## config.mk

```make
export PLATFORM = sky130hd
export DESIGN_NAME = single_wire_climate_sensor_reader
export DESIGN_NICKNAME = d
export VERILOG_FILES = /design/src/sv/swcr_pkg.sv /design/src/sv/swcr_frame_calc.sv /design/src/sv/swcr_core.sv /design/src/sv/single_wire_climate_sensor_reader.sv
export VERILOG_INCLUDE_DIRS = /design/src /design/src/sv
export SDC_FILE = /design/constraint.sdc
export NUM_CORES = 1
export LEC_CHECK = 0
export BUFFER_PORTS_ARGS = -buffer_cell sky130_fd_sc_hd__buf_4
export CORE_MARGIN = 10
export CORE_UTILIZATION = 30
export CTS_CLUSTER_SIZE = 28
export DETAILED_ROUTE_END_ITERATION = 12
export GPL_TIMING_DRIVEN = 0
export PLACE_DENSITY_LB_ADDON = 0.15
export RECOVER_POWER = 50
export SLEW_MARGIN = 20
export SYNTH_ARGS = -nofsm -noshare
export SYNTH_HDL_FRONTEND = slang
export SYNTH_HIERARCHICAL = 1
export SYNTH_SLANG_ARGS = --single-unit
```

## constraint.sdc

```tcl
create_clock -name aclk -period 12.2 [get_ports aclk]
set_input_delay 2.44 -clock aclk [delete_from_list [all_inputs] [get_ports aclk]]
set_output_delay 2.44 -clock aclk [all_outputs]
set_load 0.005 [all_outputs]
```

## src/sv/single_wire_climate_sensor_reader_assert.svh

```systemverilog
// assertion helpers for the sensor reader, clocked on aclk with aresetn
`ifndef SINGLE_WIRE_CLIMATE_SENSOR_READER_ASSERT_SVH
`define SINGLE_WIRE_CLIMATE_SENSOR_READER_ASSERT_SVH

// same-cycle implication
`define SWCR_ASSERT_SAME(label, ante, cons, msg) \
    label: assert property (@(posedge aclk) disable iff (!aresetn) (ante) |-> (cons)) \
        else $error(msg);

// next-cycle implication
`define SWCR_ASSERT_NEXT(label, ante, cons, msg) \
    label: assert property (@(posedge aclk) disable iff (!aresetn) (ante) |=> (cons)) \
        else $error(msg);

`endif

```

## src/sv/swcr_pkg.sv

```systemverilog
package swcr_pkg;

    localparam int FRAME_LEN  = 40;
    localparam int BIT_IDX_W  = 6;
    localparam int PH_W       = 3;
    localparam int CFG_IDX_W  = 2;
    localparam int CFG_DATA_W = 16;

    localparam logic [PH_W-1:0] PH_IDLE     = 3'd0;
    localparam logic [PH_W-1:0] PH_START    = 3'd1;
    localparam logic [PH_W-1:0] PH_RESP_A   = 3'd2;
    localparam logic [PH_W-1:0] PH_RESP_B   = 3'd3;
    localparam logic [PH_W-1:0] PH_RESP_C   = 3'd4;
    localparam logic [PH_W-1:0] PH_BIT_LOW  = 3'd5;
    localparam logic [PH_W-1:0] PH_BIT_HIGH = 3'd6;

    localparam logic [CFG_IDX_W-1:0] CFG_SENSOR_KIND     = 2'd0;
    localparam logic [CFG_IDX_W-1:0] CFG_START_LOW_TICKS = 2'd1;
    localparam logic [CFG_IDX_W-1:0] CFG_ONE_THRESHOLD   = 2'd2;

    localparam logic [15:0] START_LOW_RESET = 16'd20000;
    localparam logic [7:0]  THRESHOLD_RESET = 8'd60;

    typedef struct packed {
        logic        sensor_kind;
        logic [15:0] start_low_ticks;
        logic [7:0]  one_threshold;
    } cfg_t;

    typedef struct packed {
        logic        ok;
        logic [15:0] temperature;
        logic [15:0] humidity;
    } calc_t;

    typedef struct packed {
        logic        drive_low;
        logic        busy;
        logic        frame_done;
        logic        checksum_ok;
        logic [15:0] temperature;
        logic [15:0] humidity;
    } result_t;

endpackage

```

## src/sv/swcr_frame_calc.sv

```systemverilog
module swcr_frame_calc (
    input  logic                     sensor_kind,
    input  logic [39:0]              frame,
    output swcr_pkg::calc_t          calc
);
    import swcr_pkg::*;

    logic [7:0]  b0, b1, b2, b3, b4;
    logic [9:0]  sum;
    logic [15:0] b0w, b1w, b2w, b3w;

    assign b0 = frame[39:32];
    assign b1 = frame[31:24];
    assign b2 = frame[23:16];
    assign b3 = frame[15:8];
    assign b4 = frame[7:0];

    assign b0w = {8'd0, b0};
    assign b1w = {8'd0, b1};
    assign b2w = {8'd0, b2};
    assign b3w = {8'd0, b3};

    assign sum = {2'd0, b0} + {2'd0, b1} + {2'd0, b2} + {2'd0, b3};

    always_comb begin
        calc.ok = (sum[7:0] == b4);
        if (sensor_kind) begin
            calc.humidity    = {b0, b1};
            calc.temperature = {b2, b3};
        end else begin
            // integer * 10 + tenths
            calc.humidity    = (b0w << 3) + (b0w << 1) + b1w;
            calc.temperature = (b2w << 3) + (b2w << 1) + b3w;
        end
    end

endmodule

```

## src/sv/swcr_core.sv

```systemverilog
module swcr_core #(
    parameter int COUNT_WIDTH = 16
) (
    input  logic              aclk,
    input  logic              aresetn,
    input  swcr_pkg::cfg_t    cfg,
    input  logic              step,
    input  logic              command,
    input  logic              line_level,
    output swcr_pkg::result_t res_next
);
    import swcr_pkg::*;

    localparam int EXT_W = (COUNT_WIDTH > 16) ? COUNT_WIDTH : 16;

    logic [PH_W-1:0]        phase_reg, phase_next;
    logic [COUNT_WIDTH-1:0] tick_reg, tick_next;
    logic [BIT_IDX_W-1:0]   bit_idx_reg, bit_idx_next;
    logic [39:0]            frame_reg, frame_next;
    logic [15:0]            temp_reg, temp_next;
    logic [15:0]            hum_reg, hum_next;
    logic                   ok_reg, ok_next;
    logic                   done;

    logic                   tick_sat;
    logic [COUNT_WIDTH-1:0] tick_inc;
    logic                   start_reached;
    logic                   bit_value;
    logic [39:0]            frame_shift;
    logic [BIT_IDX_W-1:0]   bit_idx_inc;
    calc_t                  calc;

    assign tick_sat      = (tick_reg == {COUNT_WIDTH{1'b1}});
    assign tick_inc      = tick_sat ? tick_reg : tick_reg + 1'b1;
    assign start_reached = (EXT_W'(tick_reg) >= EXT_W'(cfg.start_low_ticks)) || tick_sat;
    assign bit_value     = (tick_reg > COUNT_WIDTH'(cfg.one_threshold));
    assign frame_shift   = {frame_reg[38:0], bit_value};
    assign bit_idx_inc   = bit_idx_reg + 1'b1;

    swcr_frame_calc u_calc (
        .sensor_kind (cfg.sensor_kind),
        .frame       (frame_shift),
        .calc        (calc)
    );

    always_comb begin
        phase_next   = phase_reg;
        tick_next    = tick_reg;
        bit_idx_next = bit_idx_reg;
        frame_next   = frame_reg;
        temp_next    = temp_reg;
        hum_next     = hum_reg;
        ok_next      = ok_reg;
        done         = 1'b0;
        if (step) begin
            if (command) begin
                bit_idx_next = '0;
                frame_next   = '0;
                if (cfg.start_low_ticks == 16'd0) begin
                    phase_next = PH_RESP_A;
                    tick_next  = '0;
                end else begin
                    phase_next = PH_START;
                    tick_next  = COUNT_WIDTH'(1);
                end
            end else begin
                case (phase_reg)
                    PH_IDLE: begin
                        phase_next = PH_IDLE;
                    end
                    PH_START: begin
                        if (start_reached) begin
                            phase_next = PH_RESP_A;
                        end else begin
                            tick_next = tick_inc;
                        end
                    end
                    PH_RESP_A: begin
                        if (!line_level) phase_next = PH_RESP_B;
                    end
                    PH_RESP_B: begin
                        if (line_level) phase_next = PH_RESP_C;
                    end
                    PH_RESP_C: begin
                        if (!line_level) phase_next = PH_BIT_LOW;
                    end
                    PH_BIT_LOW: begin
                        if (line_level) begin
                            phase_next = PH_BIT_HIGH;
                            tick_next  = COUNT_WIDTH'(1);
                        end
                    end
                    PH_BIT_HIGH: begin
                        if (line_level) begin
                            tick_next = tick_inc;
                        end else begin
                            frame_next = frame_shift;
                            if (bit_idx_inc >= BIT_IDX_W'(FRAME_LEN)) begin
                                ok_next = calc.ok;
                                if (calc.ok) begin
                                    temp_next = calc.temperature;
                                    hum_next  = calc.humidity;
                                end
                                done         = 1'b1;
                                phase_next   = PH_IDLE;
                                bit_idx_next = '0;
                            end else begin
                                bit_idx_next = bit_idx_inc;
                                phase_next   = PH_BIT_LOW;
                            end
                        end
                    end
                    default: begin
                        phase_next = PH_IDLE;
                    end
                endcase
            end
        end
    end

    always_ff @(posedge aclk) begin
        if (!aresetn) begin
            phase_reg   <= PH_IDLE;
            tick_reg    <= '0;
            bit_idx_reg <= '0;
            frame_reg   <= '0;
            temp_reg    <= '0;
            hum_reg     <= '0;
            ok_reg      <= 1'b0;
        end else begin
            phase_reg   <= phase_next;
            tick_reg    <= tick_next;
            bit_idx_reg <= bit_idx_next;
            frame_reg   <= frame_next;
            temp_reg    <= temp_next;
            hum_reg     <= hum_next;
            ok_reg      <= ok_next;
        end
    end

    always_comb begin
        res_next.drive_low   = (phase_next == PH_START);
        res_next.busy        = (phase_next != PH_IDLE);
        res_next.frame_done  = done;
        res_next.checksum_ok = ok_next;
        res_next.temperature = temp_next;
        res_next.humidity    = hum_next;
    end

endmodule

```

## src/sv/single_wire_climate_sensor_reader.sv

```systemverilog
// an accepted word has its result word valid in the result register when it is empty or read
// throughput: one word per cycle while m_ready does not stall, each register holds one word
// the bit-timing state advances when a word leaves the input register for the result register
// reset (aresetn low at a clock edge): both registers empty, read state idle, holds and
// checksum flag zero, registers at kind 0, start low 20000 ticks, threshold 60
`include "single_wire_climate_sensor_reader_assert.svh"

module single_wire_climate_sensor_reader #(
    parameter int COUNT_WIDTH = 16
) (
    input  logic                               aclk,
    input  logic                               aresetn,
    input  logic                               s_valid,
    output logic                               s_ready,
    input  logic                               s_command,
    input  logic                               s_line_level,
    output logic                               m_valid,
    input  logic                               m_ready,
    output logic                               m_drive_low,
    output logic                               m_busy_res,
    output logic                               m_frame_done,
    output logic                               m_checksum_ok,
    output logic [15:0]                        m_temperature_tenths,
    output logic [15:0]                        m_humidity_tenths,
    input  logic                               cfg_wr_en,
    input  logic [swcr_pkg::CFG_IDX_W-1:0]     cfg_index,
    input  logic [swcr_pkg::CFG_DATA_W-1:0]    cfg_wdata
);
    import swcr_pkg::*;

    cfg_t    cfg_reg;
    logic    in_valid_reg;
    logic    in_cmd_reg;
    logic    in_level_reg;
    logic    out_valid_reg;
    result_t out_res_reg;
    result_t res_next;
    logic    advance;
    logic    step;

    assign advance = !out_valid_reg || m_ready;
    assign step    = in_valid_reg && advance;
    assign s_ready = !in_valid_reg || advance;

    always_ff @(posedge aclk) begin
        if (!aresetn) begin
            cfg_reg.sensor_kind     <= 1'b0;
            cfg_reg.start_low_ticks <= START_LOW_RESET;
            cfg_reg.one_threshold   <= THRESHOLD_RESET;
        end else if (cfg_wr_en) begin
            case (cfg_index)
                CFG_SENSOR_KIND:     cfg_reg.sensor_kind     <= cfg_wdata[0];
                CFG_START_LOW_TICKS: cfg_reg.start_low_ticks <= cfg_wdata[15:0];
                CFG_ONE_THRESHOLD:   cfg_reg.one_threshold   <= cfg_wdata[7:0];
                default: begin
                end
            endcase
        end
    end

    // input register
    always_ff @(posedge aclk) begin
        if (!aresetn) begin
            in_valid_reg <= 1'b0;
        end else if (s_ready) begin
            in_valid_reg <= s_valid;
        end
    end

    always_ff @(posedge aclk) begin
        if (s_ready && s_valid) begin
            in_cmd_reg   <= s_command;
            in_level_reg <= s_line_level;
        end
    end

    swcr_core #(
        .COUNT_WIDTH (COUNT_WIDTH)
    ) u_core (
        .aclk       (aclk),
        .aresetn    (aresetn),
        .cfg        (cfg_reg),
        .step       (step),
        .command    (in_cmd_reg),
        .line_level (in_level_reg),
        .res_next   (res_next)
    );

    // result register
    always_ff @(posedge aclk) begin
        if (!aresetn) begin
            out_valid_reg <= 1'b0;
        end else if (advance) begin
            out_valid_reg <= in_valid_reg;
        end
    end

    always_ff @(posedge aclk) begin
        if (step) begin
            out_res_reg <= res_next;
        end
    end

    assign m_valid              = out_valid_reg;
    assign m_drive_low          = out_res_reg.drive_low;
    assign m_busy_res           = out_res_reg.busy;
    assign m_frame_done         = out_res_reg.frame_done;
    assign m_checksum_ok        = out_res_reg.checksum_ok;
    assign m_temperature_tenths = out_res_reg.temperature;
    assign m_humidity_tenths    = out_res_reg.humidity;

    `SWCR_ASSERT_NEXT(a_step_fills_out, step, out_valid_reg,
        "word moved out of input register but result register is empty")
    `SWCR_ASSERT_NEXT(a_stall_keeps_in, in_valid_reg && out_valid_reg && !m_ready, in_valid_reg,
        "input word dropped while result register stalled")
    `SWCR_ASSERT_SAME(a_done_not_busy, out_valid_reg && out_res_reg.frame_done,
        !out_res_reg.busy && !out_res_reg.drive_low,
        "frame done word still shows a read in progress")

endmodule

```

==> results of run 1 <==
## Yosys cell counts, drive strengths merged, types with 8 or more instances
cell type / count / share of area, %
nand4: 39 / 2.5
inv: 70 / 2.7
nor2b: 28 / 1.8
nor2: 38 / 1.4
o31ai: 17 / 1.3
clkbuf: 33 / 1.3
nor3: 10 / 0.56
fa: 18 / 3.7
dfxtp: 124 / 25
edfxtp: 38 / 12
nor4: 10 / 0.79
ha: 60 / 7.6
a21boi: 34 / 2.7
and2: 47 / 3.0
xnor2: 29 / 2.6
o21ai: 43 / 2.3
a211oi: 15 / 1.2
buf: 26 / 2.3
xor2: 8 / 0.71
nand2b: 14 / 0.89
mux2i: 20 / 2.0
a21o: 18 / 1.4
o311ai: 13 / 1.2
nand3: 14 / 0.81
a21oi: 25 / 1.3
nand2: 96 / 3.8
mux2: 35 / 5.1
o211ai: 8 / 0.61
a22oi: 13 / 0.99
## metrics by stage
| stage | worst slack (ns) | utilization, % | std cells | total power [W] |
|---|---|---|---|---|
| after CTS | 6.89 | 35.5 | 1553 | 0.00123 |
| after detailed placement | 6.89 | 33.5 | 1521 | 0.000650 |
| after floorplan | 6.50 | - | 1020 | 0.000616 |
| after global routing | 6.70 | 35.1 | 1553 | 0.00126 |
| after global placement | 4.67 | 33.4 | 1520 | 0.000649 |
| final | 6.90 | 35.1 | 1553 | 0.00121 |
## per-layer routing
layer / up-vias / track usage [%] / part of all wire [%]
met5: - / 0 / 0
met4: 0 / 3.54 / 1.3
met3: 20 / 2.88 / 3.6
met2: 156 / 21.1 / 48
met1: 3629 / 16.4 / 48
li1: 3823 / - / -
## worst reg2reg max path, cell delays in order (launching register included)
cell and delay [ns]:
sky130_fd_sc_hd__dfxtp_1 0.41, sky130_fd_sc_hd__fa_1 0.57, sky130_fd_sc_hd__inv_1 0.05, sky130_fd_sc_hd__fa_1 0.50, sky130_fd_sc_hd__inv_1 0.04, sky130_fd_sc_hd__ha_1 0.22
sky130_fd_sc_hd__fa_1 0.41, sky130_fd_sc_hd__a21o_1 0.19, sky130_fd_sc_hd__a21o_1 0.19, sky130_fd_sc_hd__a21o_1 0.18, sky130_fd_sc_hd__a21oi_1 0.17, sky130_fd_sc_hd__xnor2_1 0.13
sky130_fd_sc_hd__and3_1 0.34, sky130_fd_sc_hd__nand2_8 0.15, sky130_fd_sc_hd__buf_12 0.19, sky130_fd_sc_hd__mux2_4 0.31, sky130_fd_sc_hd__and2_1 0.15
## cell type report
cell class	count	area, sq um
repair buffers	59	402
fillers	3362	21100
clock buffers	20	478
multi-input cells	728	5610
inverters	71	267
plain buffers	59	320
well taps	442	553
flip-flops and latches	162	3620
clock inverters	12	145
## power by group through the flow
stage	logic [W]	registers [W]	clock network (W)
floorplan	0.0000391	0.000577	0
global placement	0.0000718	0.000578	0
detailed placement	0.0000729	0.000577	0
CTS	0.0000732	0.000565	0.000590
global route	0.0000761	0.000566	0.000615
finish	0.0000675	0.000565	0.000573
## cells by family after synthesis
kind of cell             Yosys count  synth area share (%)
adder cells (fa/ha/maj)           78                  11.3
buffers and inverters            130                  6.29
flip-flops                       162                  36.7
AO/OA/AOI/OAI                    229                  16.9
XOR/XNOR                          37                  3.28
AND/OR/NAND/NOR                  329                  18.5
multiplexers                      55                  7.13
## worst paths after layout
kind | from | end | slack [ns] | depth (start not counted)
hold reg to reg | cfg_reg[1] | cfg_reg[1] | 0.46 | 2
setup / recovery | m_ready | s_ready | 6.90 | 3
hold / removal | cfg_reg[1] | cfg_reg[1] | 0.46 | 2
setup reg to reg | u_core/frame_reg[8] | u_core/temp_reg[10] | 7.89 | 16
==> results.ini, run 1 <==
[critical_path]
cp-start-kind=input pin
cp.required_ns=9.76
worst_path_max_delay_cell=sky130_fd_sc_hd__nand3b_1
critical_path_peak_fanout=2
cp.arrival_ns=2.86
worstPathBufferInverterCount=2
crit_path_end_kind=output port
critical-path-top-delay-family=buffers and inverters
criticalPathCategory=input pin to output port
crit_path_max_incr_delay_ns=0.16
worstPathCellList=clkbuf_4 > nand3b_1 > buf_4

[logic_synthesis]
async_reset_ff_share_pct=0
netlist-cell-type-count=87
synth.yosys.seq_area_share_pct=36.7
synthesized_cell_area_sq_mm=0.00987
synthesis.area_per_instance_sq_um=9.67
edff_count_synth=38
synth_fp_nets=1123
synthesis.instances=1020
ys_warn_count=6
synth_ff_type=sky130_fd_sc_hd__dfxtp_1
synth.ff_latch_count=162

[timing]
grt_setup_unrepaired=false
worst_slew_pin_slew_ns=1.43
clock_skew_ns=0.0138
timing.hold.ws_ns=0.458
setup-tns-final_ns=0
hold_viol=0
slew_violations=0
finalWorstPathRequiredPeriod_ns=5.30
fin_crit_sh_pct=43.5
setup_viol=0
worst_slew_margin_rel_pct=4.85
timing.fmax_mhz=189

[drt]
post_drt_via_cell_ratio=4.91
drt_first_iter_violations=437
detail_route.drc_violations=0
wl_per_cell_um=16.5
routed-via-count=7628
detail_route.wirelength_um=25700
drt_first_pass_iters=5
drt.antenna.violating_nets=0

[global_routing]
antenna_found_initial=0
grt_first_pass_wirelength_um=41700
leftover_overflow_at_the_end_of_global_routing=0
groute.usage.overall_pct=12.8
grt_max_degree=27
via_count_of_the_first_global_routing_pass=7498

[power]
ir_worst_vdd_v=0.0000922
comb_power_share_pct=5.6
cellInternalPower_w=0.000915
total_leakage_power_nw=4.56
p_per_area_mw_per_mm2=106
power_frac_clock_pct=47.5
seq_power_share_pct=46.9
netSwitchingFraction_pct=24.1
power.net_switching_w=0.000290

[floorplanning]
core-area_sq_mm=0.0325
die_width_um=201
core.rowCount=66
start_util_pct=30.4
dieHeight_um=201
top_level_ports=63
die_area_sq_mm=0.0405

[finish]
final_nets=1201
largest_register_ffs=39
layout_common_cells=124 x sky130_fd_sc_hd__dfxtp_1, 94 x sky130_fd_sc_hd__nand2_1, 69 x sky130_fd_sc_hd__inv_1, 60 x sky130_fd_sc_hd__ha_1, 49 x sky130_fd_sc_hd__clkbuf_1
fraction_of_layout_instances_using_a_drive_strength_above_1_pct=14.0
syn_to_final_growth_pct=15.5
diodes=0
post_route_cell_area_sq_mm=0.0114
most_frequent_standard_cell_in_the_layout_excluding_fill_and_tap_cells=sky130_fd_sc_hd__dfxtp_1

[cts]
clk_pin_slew_ns=0.07
clkLatencyLatePin_ns=0.45
ctsHtreeMaxLevel=4
cts_root_buffer=sky130_fd_sc_hd__clkbuf_16
clockBufferDepth=2
postCtsSetupRepairBufs=0
tritoncts=done
cts.repair.resized=0
cts_made_buffers=17
post_cts_hold_buffer_count=0
tritoncts_num_sinks=162

[place]
hpwlAfterDp_um=19300
placement.io_buffers=58
routabilityCongestion=0.831
dpl_cell_area_sq_mm=0.0109

[job]
drv.max_cap_violation_count=0

[outcome]
result_of_the_run=completed

[hold_path]
hold_path.class=register to register

Power figures use the tool's default switching activity.
==> inputs of run 2 (changes only) <==
==> constraint.sdc (replaced) <==
create_clock -name aclk -period 4.3 [get_ports aclk]
set_input_delay 0.86 -clock aclk [delete_from_list [all_inputs] [get_ports aclk]]
set_output_delay 0.86 -clock aclk [all_outputs]
set_load 0.005 [all_outputs]
==> run 2 against run 1 <==
Compared with the run above:
- clock skew hardly changed
- global-route usage stayed put
- critical path type is now register to register
- sequential cell count stayed put
==> results.ini, run 2 (synthesis results as in run 1) <==
[outcome]
result_of_the_run=completed

[cts]
clkLatencyLatePin_ns=0.44
ctsHtreeMaxLevel=4
cts_made_buffers=17
tritoncts=done
clk_pin_slew_ns=0.07
tritoncts_num_sinks=162
cts_root_buffer=sky130_fd_sc_hd__clkbuf_16
clockBufferDepth=2

[finish]
filler_cell_count=3364
largest_register_ffs=39
most_frequent_standard_cell_in_the_layout_excluding_fill_and_tap_cells=sky130_fd_sc_hd__dfxtp_1
fraction_of_layout_instances_using_a_drive_strength_above_1_pct=14.6
final_nets=1201
syn_to_final_growth_pct=15.8
diodes=0
layout.core_utilization_pct=35.2
layout_common_cells=122 x sky130_fd_sc_hd__dfxtp_1, 94 x sky130_fd_sc_hd__nand2_1, 69 x sky130_fd_sc_hd__inv_1, 60 x sky130_fd_sc_hd__ha_1, 48 x sky130_fd_sc_hd__clkbuf_1

[power]
p_per_area_mw_per_mm2=299
ir_worst_vdd_v=0.000261
seq_power_share_pct=46.9
netSwitchingFraction_pct=24.1
power_frac_clock_pct=47.5
cellInternalPower_w=0.00260
comb_power_share_pct=5.6
power.net_switching_w=0.000822
total_leakage_power_nw=4.58

[hold_path]
hold_path.class=register to register
min-delay-start=cfg_reg[1]
hold_end=cfg_reg[1]
worst_hold_path.num_cells=2

[drt]
drt_first_pass_iters=5
post_drt_via_cell_ratio=4.92
drt.antenna.violating_nets=0
detail_route.wirelength_um=25700
routed-via-count=7642
drt_first_iter_violations=443
wl_per_cell_um=16.5
detail_route.drc_violations=0

[global_routing]
grt_first_pass_wirelength_um=41700
groute.usage.overall_pct=12.8
antenna_found_initial=0
via_count_of_the_first_global_routing_pass=7498
leftover_overflow_at_the_end_of_global_routing=0
grt_max_degree=27

[place]
routabilityCongestion=0.831
dp_slack_ns=-0.0586
hpwlAfterDp_um=19300
placement.io_buffers=58

[critical_path]
worst_path_max_delay_cell=sky130_fd_sc_hd__fa_1
r2r_slack_ns=0.19
crit_path_max_incr_delay_ns=0.54
criticalPathCategory=register to register
rr_worst_depth=16
cp.required_ns=4.63
reg2reg_from=u_core/frame_reg[8]
critical-path-top-delay-family=adder cells
worstPathBufferInverterCount=3
cp.arrival_ns=4.44
critical_path_peak_fanout=10
regToRegEndpoint=u_core/temp_reg[12]
crit_path_end_kind=register
cp-start-kind=register
worstPathCellList=fa_1 > inv_1 > fa_1 > inv_1 > ha_1 > fa_1 > a21o_1 > a21o_1 > a21o_1 > a21oi_1 > xnor2_1 > and3_4 > nand2_8 > buf_12 > mux2_4 > and2_1

[timing]
fin_crit_sh_pct=95.5
finalWorstPathRequiredPeriod_ns=4.11
grt_setup_unrepaired=false
post-route-worst-setup-slack_ns=0.194
clock_skew_ns=0.0135
hold_viol=0
worst_slew_margin_rel_pct=5.01
worst_slew_pin_slew_ns=1.42
setup_viol=0
timing.fmax_mhz=244
slew_violations=0

[floorplanning]
die_width_um=201
top_level_ports=63
die_area_sq_mm=0.0405
core-area_sq_mm=0.0325
start_util_pct=30.4
core.rowCount=66
dieHeight_um=201

[job]
drv.max_cap_violation_count=0

run 2: area by class of cell:
type                    count  area [sq um]  share of cell area [%]
multi-input cells         728          5630                    49.3
clock inverters            12           145                    1.27
flip-flops and latches    162          3630                    31.7
repair buffers             59           402                    3.52
inverters                  71           267                    2.33
plain buffers              59           328                    2.87
well taps                 442           553                    4.84
clock buffers              20           478                    4.18
run 2: how the worst max path moves through the flow:
stage / start / end / depth (start not counted)
6_report: u_core/frame_reg[8] / u_core/temp_reg[12] / 16
5_1_grt: u_core/frame_reg[8] / u_core/temp_reg[10] / 16
4_1_cts: u_core/frame_reg[16] / u_core/temp_reg[12] / 16
3_5_place_dp: u_core/frame_reg[8] / u_core/temp_reg[8] / 16
3_3_place_gp: m_ready / u_core/tick_reg[15] / 8
2_1_floorplan: m_ready / u_core/tick_reg[11] / 7
run 2: per-layer routing:
| metal | up-vias | routed length (um) | part of all wire (%) | GRT usage (%) |
|---|---|---|---|---|
| li1 | 3818 | - | - | - |
| met1 | 3657 | 12200 | 47 | 16.4 |
| met2 | 148 | 12200 | 48 | 21.1 |
| met3 | 19 | 933 | 3.6 | 2.88 |
| met4 | 0 | 325 | 1.3 | 3.54 |
| met5 | - | 0 | 0 | 0 |
run 2: tightest hold or removal path, cell delays in order (launching register included):
cell and delay, ns:
sky130_fd_sc_hd__dfxtp_1 0.31, sky130_fd_sc_hd__nand2_1 0.05, sky130_fd_sc_hd__mux2i_1 0.05
run 2: repair_timing:
action | in CTS | in global routing
pin swaps | 0 | 0
gates resized for setup | 1 | 3
endpoints found under the setup margin | 58 | 58
setup buffers | 0 | 0
hold endpoints to repair | 0 | 0
hold buffers | 0 | 0
run 2: power by group through the flow:
stage	sequential, W	clock, W	combinational, W
2_1_floorplan	0.00164	0	0.000111
3_5_place_dp	0.00164	0	0.000207
5_1_grt	0.00161	0.00174	0.000217
3_3_place_gp	0.00164	0	0.000204
6_report	0.00160	0.00162	0.000192
4_1_cts	0.00160	0.00168	0.000208
run 2: through the flow:
stage	cells	hold slack, ns	cell area, sq um	power, W	setup TNS, ns
after floorplan	1020	0.435	9870	0.00175	0
after global placement	1520	0.444	10900	0.00184	-155.82
after detailed placement	1521	0.447	10900	0.00184	-2.28
after CTS	1553	0.464	11500	0.00349	0
after global routing	1553	0.495	11400	0.00357	0
final	1553	0.459	11400	0.00342	0
